$ cat src/rtl/branch_target_hashed_predictor_core_defines.svh
// Assertion macros shared by the branch target hashed predictor RTL.
`ifndef BRANCH_TARGET_HASHED_PREDICTOR_CORE_DEFINES_SVH
`define BRANCH_TARGET_HASHED_PREDICTOR_CORE_DEFINES_SVH

// Checks that the consequent holds in the same cycle as the antecedent.
`define BTHP_ASSERT_NOW(label, ante, cons) \
    label: assert property (@(posedge clk) disable iff (!rst_n) (ante) |-> (cons)) \
        else $error("same-cycle check failed");

// Checks that the consequent holds in the cycle after the antecedent.
`define BTHP_ASSERT_NEXT(label, ante, cons) \
    label: assert property (@(posedge clk) disable iff (!rst_n) (ante) |=> (cons)) \
        else $error("next-cycle check failed");

`endif

$ cat src/rtl/bthp_pkg.sv
// Shared types and constants for the branch target hashed predictor.
`default_nettype none

package bthp_pkg;

    localparam int INDEX_BITS_EACH_DEF = 5;
    localparam int COUNT_WIDTH_DEF     = 32;
    localparam int ADDR_WIDTH          = 64;
    localparam int TOTAL_WIDTH         = 32;
    localparam int S_TDATA_WIDTH       = 136;
    localparam int M_TDATA_WIDTH       = 104;

    typedef enum logic [2:0] {
        S_CLEAR = 3'b001,
        S_IDLE  = 3'b010,
        S_EXEC  = 3'b100
    } state_t;

    typedef struct packed {
        logic clear_en;
        logic load;
        logic exec;
    } ctrl_cmd_t;

    typedef struct packed {
        logic clear_last;
        logic out_free;
    } dp_status_t;

endpackage

`default_nettype wire

$ cat src/rtl/bthp_ctrl.sv
// Controller state machine: clearing pass, word intake and update sequencing.
`default_nettype none

module bthp_ctrl (
    input  wire                  clk,
    input  wire                  rst_n,
    input  wire                  s_tvalid,
    output logic                 s_tready,
    input  bthp_pkg::dp_status_t status,
    output bthp_pkg::ctrl_cmd_t  cmd
);

    bthp_pkg::state_t state_reg;
    bthp_pkg::state_t state_next;

    always_ff @(posedge clk or negedge rst_n)
    begin
        if (!rst_n)
        begin
            state_reg <= bthp_pkg::S_CLEAR;
        end
        else
        begin
            state_reg <= state_next;
        end
    end

    always_comb
    begin
        state_next   = state_reg;
        s_tready     = 1'b0;
        cmd.clear_en = 1'b0;
        cmd.load     = 1'b0;
        cmd.exec     = 1'b0;
        case (state_reg)
            bthp_pkg::S_CLEAR:
            begin
                cmd.clear_en = 1'b1;
                if (status.clear_last)
                begin
                    state_next = bthp_pkg::S_IDLE;
                end
            end
            bthp_pkg::S_IDLE:
            begin
                s_tready = 1'b1;
                if (s_tvalid)
                begin
                    cmd.load   = 1'b1;
                    state_next = bthp_pkg::S_EXEC;
                end
            end
            bthp_pkg::S_EXEC:
            begin
                if (status.out_free)
                begin
                    cmd.exec   = 1'b1;
                    state_next = bthp_pkg::S_IDLE;
                end
            end
            default:
            begin
                state_next = bthp_pkg::S_CLEAR;
            end
        endcase
    end

endmodule

`default_nettype wire

$ cat config.mk
export PLATFORM = sky130hd
export DESIGN_NAME = bthp_ctrl
export DESIGN_NICKNAME = d
export VERILOG_FILES = /design/src/rtl/branch_target_hashed_predictor_core_defines.svh /design/src/rtl/bthp_pkg.sv /design/src/rtl/bthp_ctrl.sv
export SDC_FILE = /design/constraint.sdc
export NUM_CORES = 1
export LEC_CHECK = 0
export BUFFER_PORTS_ARGS = -buffer_cell sky130_fd_sc_hd__buf_2
export CAP_MARGIN = 20
export CORE_AREA = 2 2 39 41
export CTS_CLUSTER_DIAMETER = 50
export DETAILED_ROUTE_END_ITERATION = 8
export DIE_AREA = 0 0 41 43
export MAX_ROUTING_LAYER = met4
export PLACE_DENSITY_LB_ADDON = 0.15
export SKIP_LAST_GASP = 1
export SYNTH_ARGS = -nofsm -noshare
export SYNTH_HDL_FRONTEND = slang
export SYNTH_SLANG_ARGS = --single-unit
$ cat constraint.sdc
create_clock -name clk -period 2 [get_ports clk]
set_input_delay 0.2 -clock clk [delete_from_list [all_inputs] [get_ports clk]]
set_output_delay 0.2 -clock clk [all_outputs]
set_load 0.1 [all_outputs]
==> results of run 1 <==
## worst max-delay path by stage
stage / startpoint / to / slack [ns] / cells after the start
3_5_place_dp: state_reg[1] / cmd[1] / 0.55 / 3
6_report: state_reg[2] / cmd[1] / 0.32 / 3
2_1_floorplan: state_reg[2] / cmd[1] / -0.84 / 3
5_1_grt: state_reg[1] / cmd[1] / 0.22 / 3
4_1_cts: state_reg[1] / cmd[1] / 0.29 / 3
3_3_place_gp: state_reg[1] / cmd[1] / 0.59 / 3
## cells by family after synthesis
group / synth area share
flip-flops: 0.407
AO/OA/AOI/OAI: 0.140
AND/OR/NAND/NOR: 0.393
buffers and inverters: 0.0600
## metal layers
| layer | up-vias | routed length, um | track usage |
|---|---|---|---|
| met5 | - | 0 | - |
| met3 | 0 | 21 | 0.0314 |
| met1 | 83 | 174 | 0.0742 |
| li1 | 90 | - | - |
| met4 | 0 | 0 | 0.100 |
| met2 | 6 | 243 | 0.0844 |
## cells in the final DEF, fill, tap and decap left out
| cell | count |
|---|---|
| sky130_fd_sc_hd__buf_2 | 8 |
| sky130_fd_sc_hd__clkbuf_4 | 3 |
| sky130_fd_sc_hd__nor3b_2 | 2 |
| sky130_fd_sc_hd__dfrtp_1 | 2 |
| sky130_fd_sc_hd__and2_1 | 1 |
| sky130_fd_sc_hd__and4bb_2 | 1 |
| sky130_fd_sc_hd__inv_1 | 1 |
| sky130_fd_sc_hd__and3b_1 | 1 |
| sky130_fd_sc_hd__nor4b_1 | 1 |
| sky130_fd_sc_hd__a211o_1 | 1 |
| sky130_fd_sc_hd__nor2b_1 | 1 |
| sky130_fd_sc_hd__o21ai_0 | 1 |
| sky130_fd_sc_hd__o31ai_1 | 1 |
| sky130_fd_sc_hd__nand3b_1 | 1 |
| sky130_fd_sc_hd__or3b_1 | 1 |
| sky130_fd_sc_hd__a21oi_1 | 1 |
| sky130_fd_sc_hd__clkbuf_1 | 1 |
| sky130_fd_sc_hd__dlygate4sd3_1 | 1 |
| sky130_fd_sc_hd__dfstp_2 | 1 |
## through the flow
stage / cells / setup slack (ns) / area [um2] / hold WS, ns
after global placement: 41 / 0.586 / 250 / -0.00338
final: 46 / 0.316 / 287 / 0.246
after global routing: 46 / 0.223 / 287 / 0.255
after CTS: 46 / 0.291 / 287 / 0.244
after detailed placement: 41 / 0.546 / 250 / -0.00373
after floorplan: 18 / -0.842 / 198 / -0.0956
## worst register-to-register path: stages (launching register included)
cell                       delay (ns)
sky130_fd_sc_hd__dfstp_2         0.59
sky130_fd_sc_hd__and4bb_2        0.26
sky130_fd_sc_hd__a211o_1         0.23
## layout make-up
type,count,share of cell area
tap,16,0.0699
sequential,3,0.266
inverter,1,0.0131
clock buffer,4,0.0917
timing repair buffer,9,0.175
multi-input combinational,13,0.384
==> flow_metrics.env, run 1 <==
export IMPL_die_width_um=41
export IMPL_max_clock_freq_mhz=594
export IMPL_crit_slowest_cell="sky130_fd_sc_hd__dfrtp_1"
export IMPL_clock_skew_ns=0.000293
export IMPL_antenna_violating_nets_post_route=0
export IMPL_worstPathArrival_ns=1.48
export IMPL_tritoncts_num_buffers=3
export IMPL_syn_instance_count=18
export IMPL_synth_yosys_seq_area_share=0.407
export IMPL_synth_top_area_share=0.267
export IMPL_dp_hpwl_um=332
export IMPL_total_of_max_cap_violations=0
export IMPL_synth_cells_most_frequent="sky130_fd_sc_hd__dfrtp_1, sky130_fd_sc_hd__nor3b_1"
export IMPL_crit_type="reg -> out"
export IMPL_final_setup_viol_count=0
export IMPL_footprint_of_the_multi_input_gates_um2=110
export IMPL_worst_hold_startpoint="status[0]"
export IMPL_global_route_wire_length_before_repair_um=745
export IMPL_endpoint_kind="output pin"
export IMPL_cts_clk_slew_worst_paths_ns=0.04
export IMPL_grt_pass1_vias=185
export IMPL_fin_setup_tns_ns=0
export IMPL_syn_avg_cell_area_um2=10.4
export IMPL_wl_um=439
export IMPL_io_pins=9
export IMPL_cts_post_setup_buffers_inserted=0
export IMPL_synthArstFlopShare=1.00
export IMPL_critPathBufInv=1
export IMPL_die_area_um2=1760
export IMPL_hp_class="in -> reg"
export IMPL_synthDominantAreaCellType="sky130_fd_sc_hd__dfrtp_1"
export IMPL_gpl_wtd_cong=0.723
export IMPL_final_hold_viol_count=0
export IMPL_path_delay_family="flip-flops"
export IMPL_synth_edf_count=0
export IMPL_fp_dieH_um=43
export IMPL_global_route_usage_total=0.0731
export IMPL_mappedNetlistArea_um2=188
export IMPL_io_buffer_count=8
export IMPL_clock_tree_from_tritoncts="yes"
export IMPL_critPathMaxStageDelay_ns=0.46
export IMPL_synth_warning_count=0
export IMPL_crit_reg_reg_startpoint="state_reg[0]"
export IMPL_final_net_count=36
export IMPL_row_count=14
export IMPL_synthTopCellsByArea="sky130_fd_sc_hd__dfrtp_1, sky130_fd_sc_hd__dfstp_2, sky130_fd_sc_hd__nor3b_1"
export IMPL_largest_register_ffs=3
export IMPL_initial_core_util=0.136
export IMPL_timing_max_slew_rel_slack=0.680
export IMPL_synth_net_count=23
export IMPL_fraction_of_layout_instances_using_a_drive_strength_above_1=0.500
export IMPL_cts_sinks=3
export IMPL_cts_resized=0
export IMPL_clock_path_buffers=2
export IMPL_final_seq_area_um2=76.3
export IMPL_reg2reg_slack_ns=0.80
export IMPL_rsz0062_at_grt="false"
export IMPL_min_to="state_reg[2]"
export IMPL_timing_critical_path_required_ns=1.80
export IMPL_num_antenna_cells=0
export IMPL_fillCellCount=166
export IMPL_slew_at_the_pin_closest_to_its_max_slew_limit_ns=0.484
export IMPL_placeableCoreArea_um2=1380
export IMPL_cp_max_fo=9
export IMPL_number_of_design_rule_violations_left_by_the_first_detailed_router_iteration=3
export IMPL_drv_slew=0
export IMPL_reg2reg_to="state_reg[1]"
export IMPL_r2r_depth=2
export IMPL_ctsRootBufferMaster="sky130_fd_sc_hd__clkbuf_4"
export IMPL_crit_chain="nor3b_2, and2_1, buf_2"
export IMPL_instance_count_along_the_most_critical_hold_path=3
export IMPL_yosys_most_used_dff="sky130_fd_sc_hd__dfrtp_1"
export IMPL_ys_ff_latch=3
export IMPL_status="finished, final reports clean"
export IMPL_detail_route_wl_per_cell_um=9.54
export IMPL_postLayoutCoreUtil=0.207
export IMPL_cts_max_level=1
export IMPL_grt_max_degree=10
export IMPL_globalRouteOverflowTotal=0
export IMPL_remaining_drc_errors=0
export IMPL_vias_per_cell=3.89
export IMPL_period_needed_ns=1.68
export IMPL_antenna_found_initial=0
export IMPL_post_route_period_util=0.842
export IMPL_dr_total_vias=179
export IMPL_library_cells_used_by_synthesis=16
export IMPL_drt_first_pass_iters=2
export IMPL_clkLatencyLatePin_ns=0.23
export IMPL_cts_hold_buffers_added=1
export IMPL_areaGrowthSynthToFinish_pct=52.7
export IMPL_crit_path_start_kind="flop"
Power of run 1 is left out: the tool's default activity adds up to more than one toggle a clock period on the data nets, which glitch-free logic cannot reach.
==> run 2: changes to the inputs <==
Settings changed: ABC_AREA from default to 1.
Clock period 2 ns to 1.35 ns, I/O delays scaled along.
==> run 2 against run 1 <==
  * The run now ends with negative setup slack left
  * Critical path depth up 1
  * Wire length grew 1.4%
  * Die area stayed put
  * Non-clock buffer count increased by 4
  * First-iteration DRC count fell by 100%
  * Critical endpoint is now s_tready
  * Setup slack got worse by 0.34 ns
  * Critical path type unchanged
  * Final cell count rose by 35%
==> flow_metrics.env, run 2 <==
export IMPL_status="complete, but fails checks"
export IMPL_failed_checks="negative setup slack"
export IMPL_period_needed_ns=1.38
export IMPL_synthArstFlopShare=1.00
export IMPL_global_route_usage_total=0.0720
export IMPL_footprint_of_the_multi_input_gates_um2=119
export IMPL_global_route_wire_length_before_repair_um=772
export IMPL_largest_register_ffs=3
export IMPL_p_leak_nw=0.200
export IMPL_vias_per_cell=3.71
export IMPL_vdd_drop_max_mv=1.06
export IMPL_final_hold_viol_count=0
export IMPL_cts_max_level=1
export IMPL_cts_sinks=3
export IMPL_remaining_drc_errors=0
export IMPL_synth_yosys_seq_area_share=0.394
export IMPL_crit_slowest_cell="sky130_fd_sc_hd__dfstp_2"
export IMPL_rsz0062_at_grt="true"
export IMPL_fp_dieH_um=43
export IMPL_clock_tree_from_tritoncts="yes"
export IMPL_ys_ff_latch=3
export IMPL_final_net_count=52
export IMPL_clkLatencyLatePin_ns=0.23
export IMPL_yosys_most_used_dff="sky130_fd_sc_hd__dfrtp_1"
export IMPL_synth_cells_most_frequent="sky130_fd_sc_hd__nand2_1, sky130_fd_sc_hd__inv_1, sky130_fd_sc_hd__nand3_1, sky130_fd_sc_hd__nor2_1, sky130_fd_sc_hd__dfrtp_1"
export IMPL_fin_setup_tns_ns=-0.0388
export IMPL_post_layout_total_power_w=0.00118
export IMPL_reg2reg_slack_ns=0.23
export IMPL_wl_um=445
export IMPL_die_area_um2=1760
export IMPL_path_delay_family="flip-flops"
export IMPL_grt_max_degree=6
export IMPL_clock_skew_ns=0.00302
export IMPL_drv_slew=0
export IMPL_mappedNetlistArea_um2=194
export IMPL_areaGrowthSynthToFinish_pct=116
export IMPL_layout_cells_most_common="sky130_fd_sc_hd__nand2_1"
export IMPL_fillCellCount=155
export IMPL_power_density_nw_per_um2=2810
export IMPL_number_of_design_rule_violations_left_by_the_first_detailed_router_iteration=0
export IMPL_layout_cells_most_common_list="sky130_fd_sc_hd__nand2_1, sky130_fd_sc_hd__buf_2, sky130_fd_sc_hd__buf_12"
export IMPL_synth_net_count=34
export IMPL_library_cells_used_by_synthesis=12
export IMPL_post_synth_top_count_cell="sky130_fd_sc_hd__nand2_1"
export IMPL_initial_core_util=0.140
export IMPL_worst_hold_startpoint="status[1]"
export IMPL_gpl_wtd_cong=0.774
export IMPL_synth_top_area_share=0.258
export IMPL_drt_first_pass_iters=1
export IMPL_hold_slack_ns=0.164
export IMPL_final_seq_area_um2=77.6
export IMPL_worst_setup_sp="state_reg[0]"
export IMPL_synthTopCellsByArea="sky130_fd_sc_hd__dfrtp_1, sky130_fd_sc_hd__nand2_1, sky130_fd_sc_hd__dfstp_2"
export IMPL_grt_pass1_vias=202
export IMPL_crit_reg_reg_startpoint="state_reg[0]"
export IMPL_final_setup_viol_count=2
export IMPL_setup_slack_ns=-0.0281
export IMPL_reg2reg_to="state_reg[1]"
export IMPL_detail_route_wl_per_cell_um=7.18
export IMPL_hp_class="in -> reg"
export IMPL_syn_instance_count=29
export IMPL_globalRouteOverflowTotal=0
export IMPL_slew_at_the_pin_closest_to_its_max_slew_limit_ns=0.253
export IMPL_total_of_max_cap_violations=0
export IMPL_num_antenna_cells=0
export IMPL_crit_chain="nor2_2, nand2_2, clkinvlp_4, buf_12"
export IMPL_antenna_violating_nets_post_route=0
export IMPL_synthDominantAreaCellType="sky130_fd_sc_hd__dfrtp_1"
export IMPL_io_pins=9
export IMPL_syn_avg_cell_area_um2=6.69
export IMPL_placeableCoreArea_um2=1380
export IMPL_endpoint_kind="output pin"
export IMPL_cts_clk_slew_worst_paths_ns=0.03
export IMPL_critPathBufInv=2
export IMPL_io_buffer_count=8
export IMPL_row_count=14
export IMPL_clock_path_buffers=2
export IMPL_fraction_of_layout_instances_using_a_drive_strength_above_1=0.609
export IMPL_critPathMaxStageDelay_ns=0.54
export IMPL_ctsRootBufferMaster="sky130_fd_sc_hd__clkbuf_4"
export IMPL_post_route_period_util=1.02
export IMPL_instance_count_along_the_most_critical_hold_path=4
export IMPL_antenna_found_initial=0
export IMPL_min_to="state_reg[0]"
export IMPL_crit_path_start_kind="flop"
export IMPL_max_clock_freq_mhz=726
export IMPL_crit_type="reg -> out"
export IMPL_timing_max_slew_rel_slack=0.830
export IMPL_dr_total_vias=230
export IMPL_synth_warning_count=0
export IMPL_timing_critical_path_required_ns=1.22
export IMPL_cp_max_fo=4
export IMPL_synth_edf_count=0
export IMPL_die_width_um=41
export IMPL_r2r_depth=6
export IMPL_dp_hpwl_um=359
export IMPL_tritoncts_num_buffers=3
export IMPL_worstPathArrival_ns=1.24
run 2: cell count changes in the layout (fill, tap and decap cells not counted), sizes merged, moves of 2 or more:
cell and change:
nand2 +8, inv +5, nor2 +4, nor3b -2, buf +4, nand3 +3
run 2: cells by family after synthesis:
family | count (synthesis) | share of synthesized area
compound gates | 3 | 0.116
buf+inv | 7 | 0.135
flops | 3 | 0.394
simple gates | 16 | 0.355
run 2: how the worst max path moves through the flow:
stage          cells after the start  slack (ns)        to
2_1_floorplan                      1       -0.26    cmd[0]
3_3_place_gp                       4        0.13  s_tready
3_5_place_dp                       4        0.12  s_tready
4_1_cts                            4       -0.04  s_tready
5_1_grt                            3       -0.07    cmd[0]
6_report                           4       -0.03  s_tready
run 2: worst min-delay path, delay by kind of cell:
| kind | cells | cell delay, ns |
|---|---|---|
| buf+inv | 2 | 0.10 |
| simple gates | 2 | 0.15 |
run 2: power by group:
part	switching (W)	leakage [nW]	total (W)	internal, W
registers	0.0000340	0.0350	0.000176	0.000142
logic	0.000526	0.150	0.000843	0.000317
clock network	0.0000465	0.0150	0.000157	0.000111
run 2: per-stage QoR:
stage / instance area (um2) / setup slack (ns) / util / cells
floorplan: 220 / -0.263 / - / 29
global placement: 355 / 0.127 / 0.257 / 55
detailed placement: 355 / 0.119 / 0.257 / 55
CTS: 405 / -0.0450 / 0.293 / 61
global route: 419 / -0.0698 / 0.303 / 62
finish: 419 / -0.0281 / 0.303 / 62
run 2: repair_timing:
item	4_1_cts	5_1_grt
endpoints found under the hold margin	3	0
setup buffers	1	1
hold buffers	1	0
resized for setup	2	4
setup endpoints to repair	4	4
run 2: area by class of cell:
| cell class | count | share of cell area |
|---|---|---|
| Timing Repair Buffer | 13 | 0.343 |
| Multi-Input combinational cell | 19 | 0.284 |
| Sequential cell | 3 | 0.185 |
| Inverter | 7 | 0.0776 |
| Clock buffer | 4 | 0.0627 |
| Tap cell | 16 | 0.0478 |
run 2: layer usage:
layer  vias up  GRT usage  wire (um)
met3         0     0.0471         29
met5         -          -          0
met4         0     0.0600          0
met1        98     0.0836        201
met2         8     0.0813        214
li1        124          -          -
Note: power is estimated with default switching activity, not from simulation.
==> run 3: changes to the inputs <==
Settings changed: BUFFER_PORTS_ARGS -buffer_cell sky130_fd_sc_hd__buf_2 to -buffer_cell sky130_fd_sc_hd__buf_4, GPL_TIMING_DRIVEN from default to 0.
==> run 3 against run 2 <==
  * The flow still finishes with violations (negative setup slack)
  * Utilization up 0.18 points
  * Combinational power down 3.2%
  * Clock-buffer cell count unchanged
  * Sequential share of layout area down 0.11 points
  * Cell area up 0.60%
  * Largest cell class unchanged
  * Largest power group unchanged
  * Highest routed layer is now met4
==> flow_metrics.env, run 3 (synthesis results as in run 2) <==
export IMPL_grt_pass1_vias=248
export IMPL_ctsRootBufferMaster="sky130_fd_sc_hd__clkbuf_4"
export IMPL_layout_cells_most_common_list="sky130_fd_sc_hd__nand2_1, sky130_fd_sc_hd__buf_4, sky130_fd_sc_hd__inv_1"
export IMPL_placeableCoreArea_um2=1380
export IMPL_antenna_found_initial=0
export IMPL_stdcell_area_um2=422
export IMPL_wl_um=560
export IMPL_p_leak_nw=0.201
export IMPL_number_of_design_rule_violations_left_by_the_first_detailed_router_iteration=2
export IMPL_vdd_drop_max_mv=0.883
export IMPL_largest_register_ffs=3
export IMPL_initial_core_util=0.140
export IMPL_areaGrowthSynthToFinish_pct=117
export IMPL_max_clock_freq_mhz=732
export IMPL_cts_max_level=1
export IMPL_slew_at_the_pin_closest_to_its_max_slew_limit_ns=0.199
export IMPL_worst_setup_sp="state_reg[0]"
export IMPL_detail_route_wl_per_cell_um=9.18
export IMPL_globalRouteOverflowTotal=0
export IMPL_row_count=14
export IMPL_remaining_drc_errors=0
export IMPL_final_seq_area_um2=77.6
export IMPL_status="complete, but fails checks"
export IMPL_die_area_um2=1760
export IMPL_grt_max_degree=6
export IMPL_timing_max_slew_rel_slack=0.866
export IMPL_timing_critical_path_required_ns=1.22
export IMPL_dr_total_vias=235
export IMPL_dp_cells=53
export IMPL_endpoint_kind="output pin"
export IMPL_placed_cell_area_um2=300
export IMPL_met3_usage=0.0209
export IMPL_final_hold_viol_count=0
export IMPL_vias_per_cell=3.85
export IMPL_clkLatencyLatePin_ns=0.23
export IMPL_post_route_period_util=1.01
export IMPL_period_needed_ns=1.37
export IMPL_total_of_max_cap_violations=0
export IMPL_global_route_wire_length_before_repair_um=972
export IMPL_fraction_of_layout_instances_using_a_drive_strength_above_1=0.556
export IMPL_worst_hold_startpoint="status[1]"
export IMPL_clock_skew_ns=0.000496
export IMPL_global_route_usage_total=0.0906
export IMPL_drt_first_pass_iters=2
export IMPL_post_place_ws_ns=-0.00988
export IMPL_clock_tree_from_tritoncts="yes"
export IMPL_fillCellCount=161
export IMPL_grt_busiest_layer="met2"
export IMPL_worstPathArrival_ns=1.23
export IMPL_die_width_um=41
export IMPL_dp_hpwl_um=407
export IMPL_gpl_wtd_cong=0.746
export IMPL_antenna_violating_nets_post_route=0
export IMPL_tritoncts_num_buffers=3
export IMPL_footprint_of_the_multi_input_gates_um2=126
export IMPL_clock_path_buffers=2
export IMPL_final_net_count=51
export IMPL_power_density_nw_per_um2=2800
export IMPL_grt_met1_usage=0.0935
export IMPL_io_buffer_count=8
export IMPL_cts_clk_slew_worst_paths_ns=0.03
export IMPL_final_setup_viol_count=2
export IMPL_cp_max_fo=4
export IMPL_layout_cells_most_common="sky130_fd_sc_hd__nand2_1"
export IMPL_reg2reg_slack_ns=0.22
export IMPL_crit_path_start_kind="flop"
export IMPL_io_pins=9
export IMPL_fp_dieH_um=43
export IMPL_setup_slack_ns=-0.0167
export IMPL_hp_class="in -> reg"
export IMPL_crit_type="reg -> out"
export IMPL_failed_checks="negative setup slack"
export IMPL_final_instance_count_excl_fill=61
export IMPL_crit_reg_reg_startpoint="state_reg[0]"
export IMPL_drv_slew=0
export IMPL_cts_sinks=3
export IMPL_met2_usage_grt=0.125
export IMPL_num_antenna_cells=0
export IMPL_rsz0062_at_grt="true"
run 3: stage by stage:
step	hold WS [ns]	setup TNS [ns]	util	power, W
after floorplan	-0.161	-0.381	-	0.000686
after global placement	-0.0770	-0.0208	0.217	0.000794
after detailed placement	-0.0722	-0.00988	0.217	0.000801
after CTS	0.177	-0.0446	0.302	0.00118
after global routing	0.212	-0.225	0.305	0.00127
final	0.189	-0.0269	0.305	0.00118
run 3: worst paths after layout:
| kind | end | depth (start not counted) |
|---|---|---|
| setup / recovery | s_tready | 4 |
| hold / removal | state_reg[0] | 4 |
| setup reg to reg | state_reg[1] | 5 |
| hold reg to reg | state_reg[2] | 2 |
| max in group asynchronous | state_reg[0] | 2 |
| min in group asynchronous | state_reg[2] | 2 |
run 3: per-layer routing:
| layer | part of all wire | wire [um] |
|---|---|---|
| met1 | 0.39 | 217 |
| met5 | 0 | 0 |
| met4 | 0.030 | 17 |
| met2 | 0.52 | 293 |
| met3 | 0.059 | 33 |
run 3: critical path, stage by stage (launching register included):
cell and delay (ns):
sky130_fd_sc_hd__dfstp_2 0.59, sky130_fd_sc_hd__nor2_4 0.06, sky130_fd_sc_hd__nand2_4 0.09, sky130_fd_sc_hd__clkinvlp_4 0.10
sky130_fd_sc_hd__buf_12 0.17
run 3: final cells by class:
type                       count  share of cell area
tap                           16              0.0475
multi-input combinational     19               0.300
inverter                       7              0.0712
timing repair buffer          12               0.335
clock buffer                   4              0.0623
sequential                     3               0.184
run 3: timing repair:
item,4_1_cts,5_1_grt
gates resized for setup,12,1
setup buffers,3,0
endpoints found under the hold margin,3,0
endpoints found under the setup margin,4,4
hold buffers,1,0
pin swaps,2,2
run 3: where the power goes:
group	switching (W)	internal (W)	total, W	leakage, nW
combinational	0.000512	0.000305	0.000816	0.151
sequential	0.0000699	0.000145	0.000215	0.0354
clock	0.0000405	0.000110	0.000151	0.0150
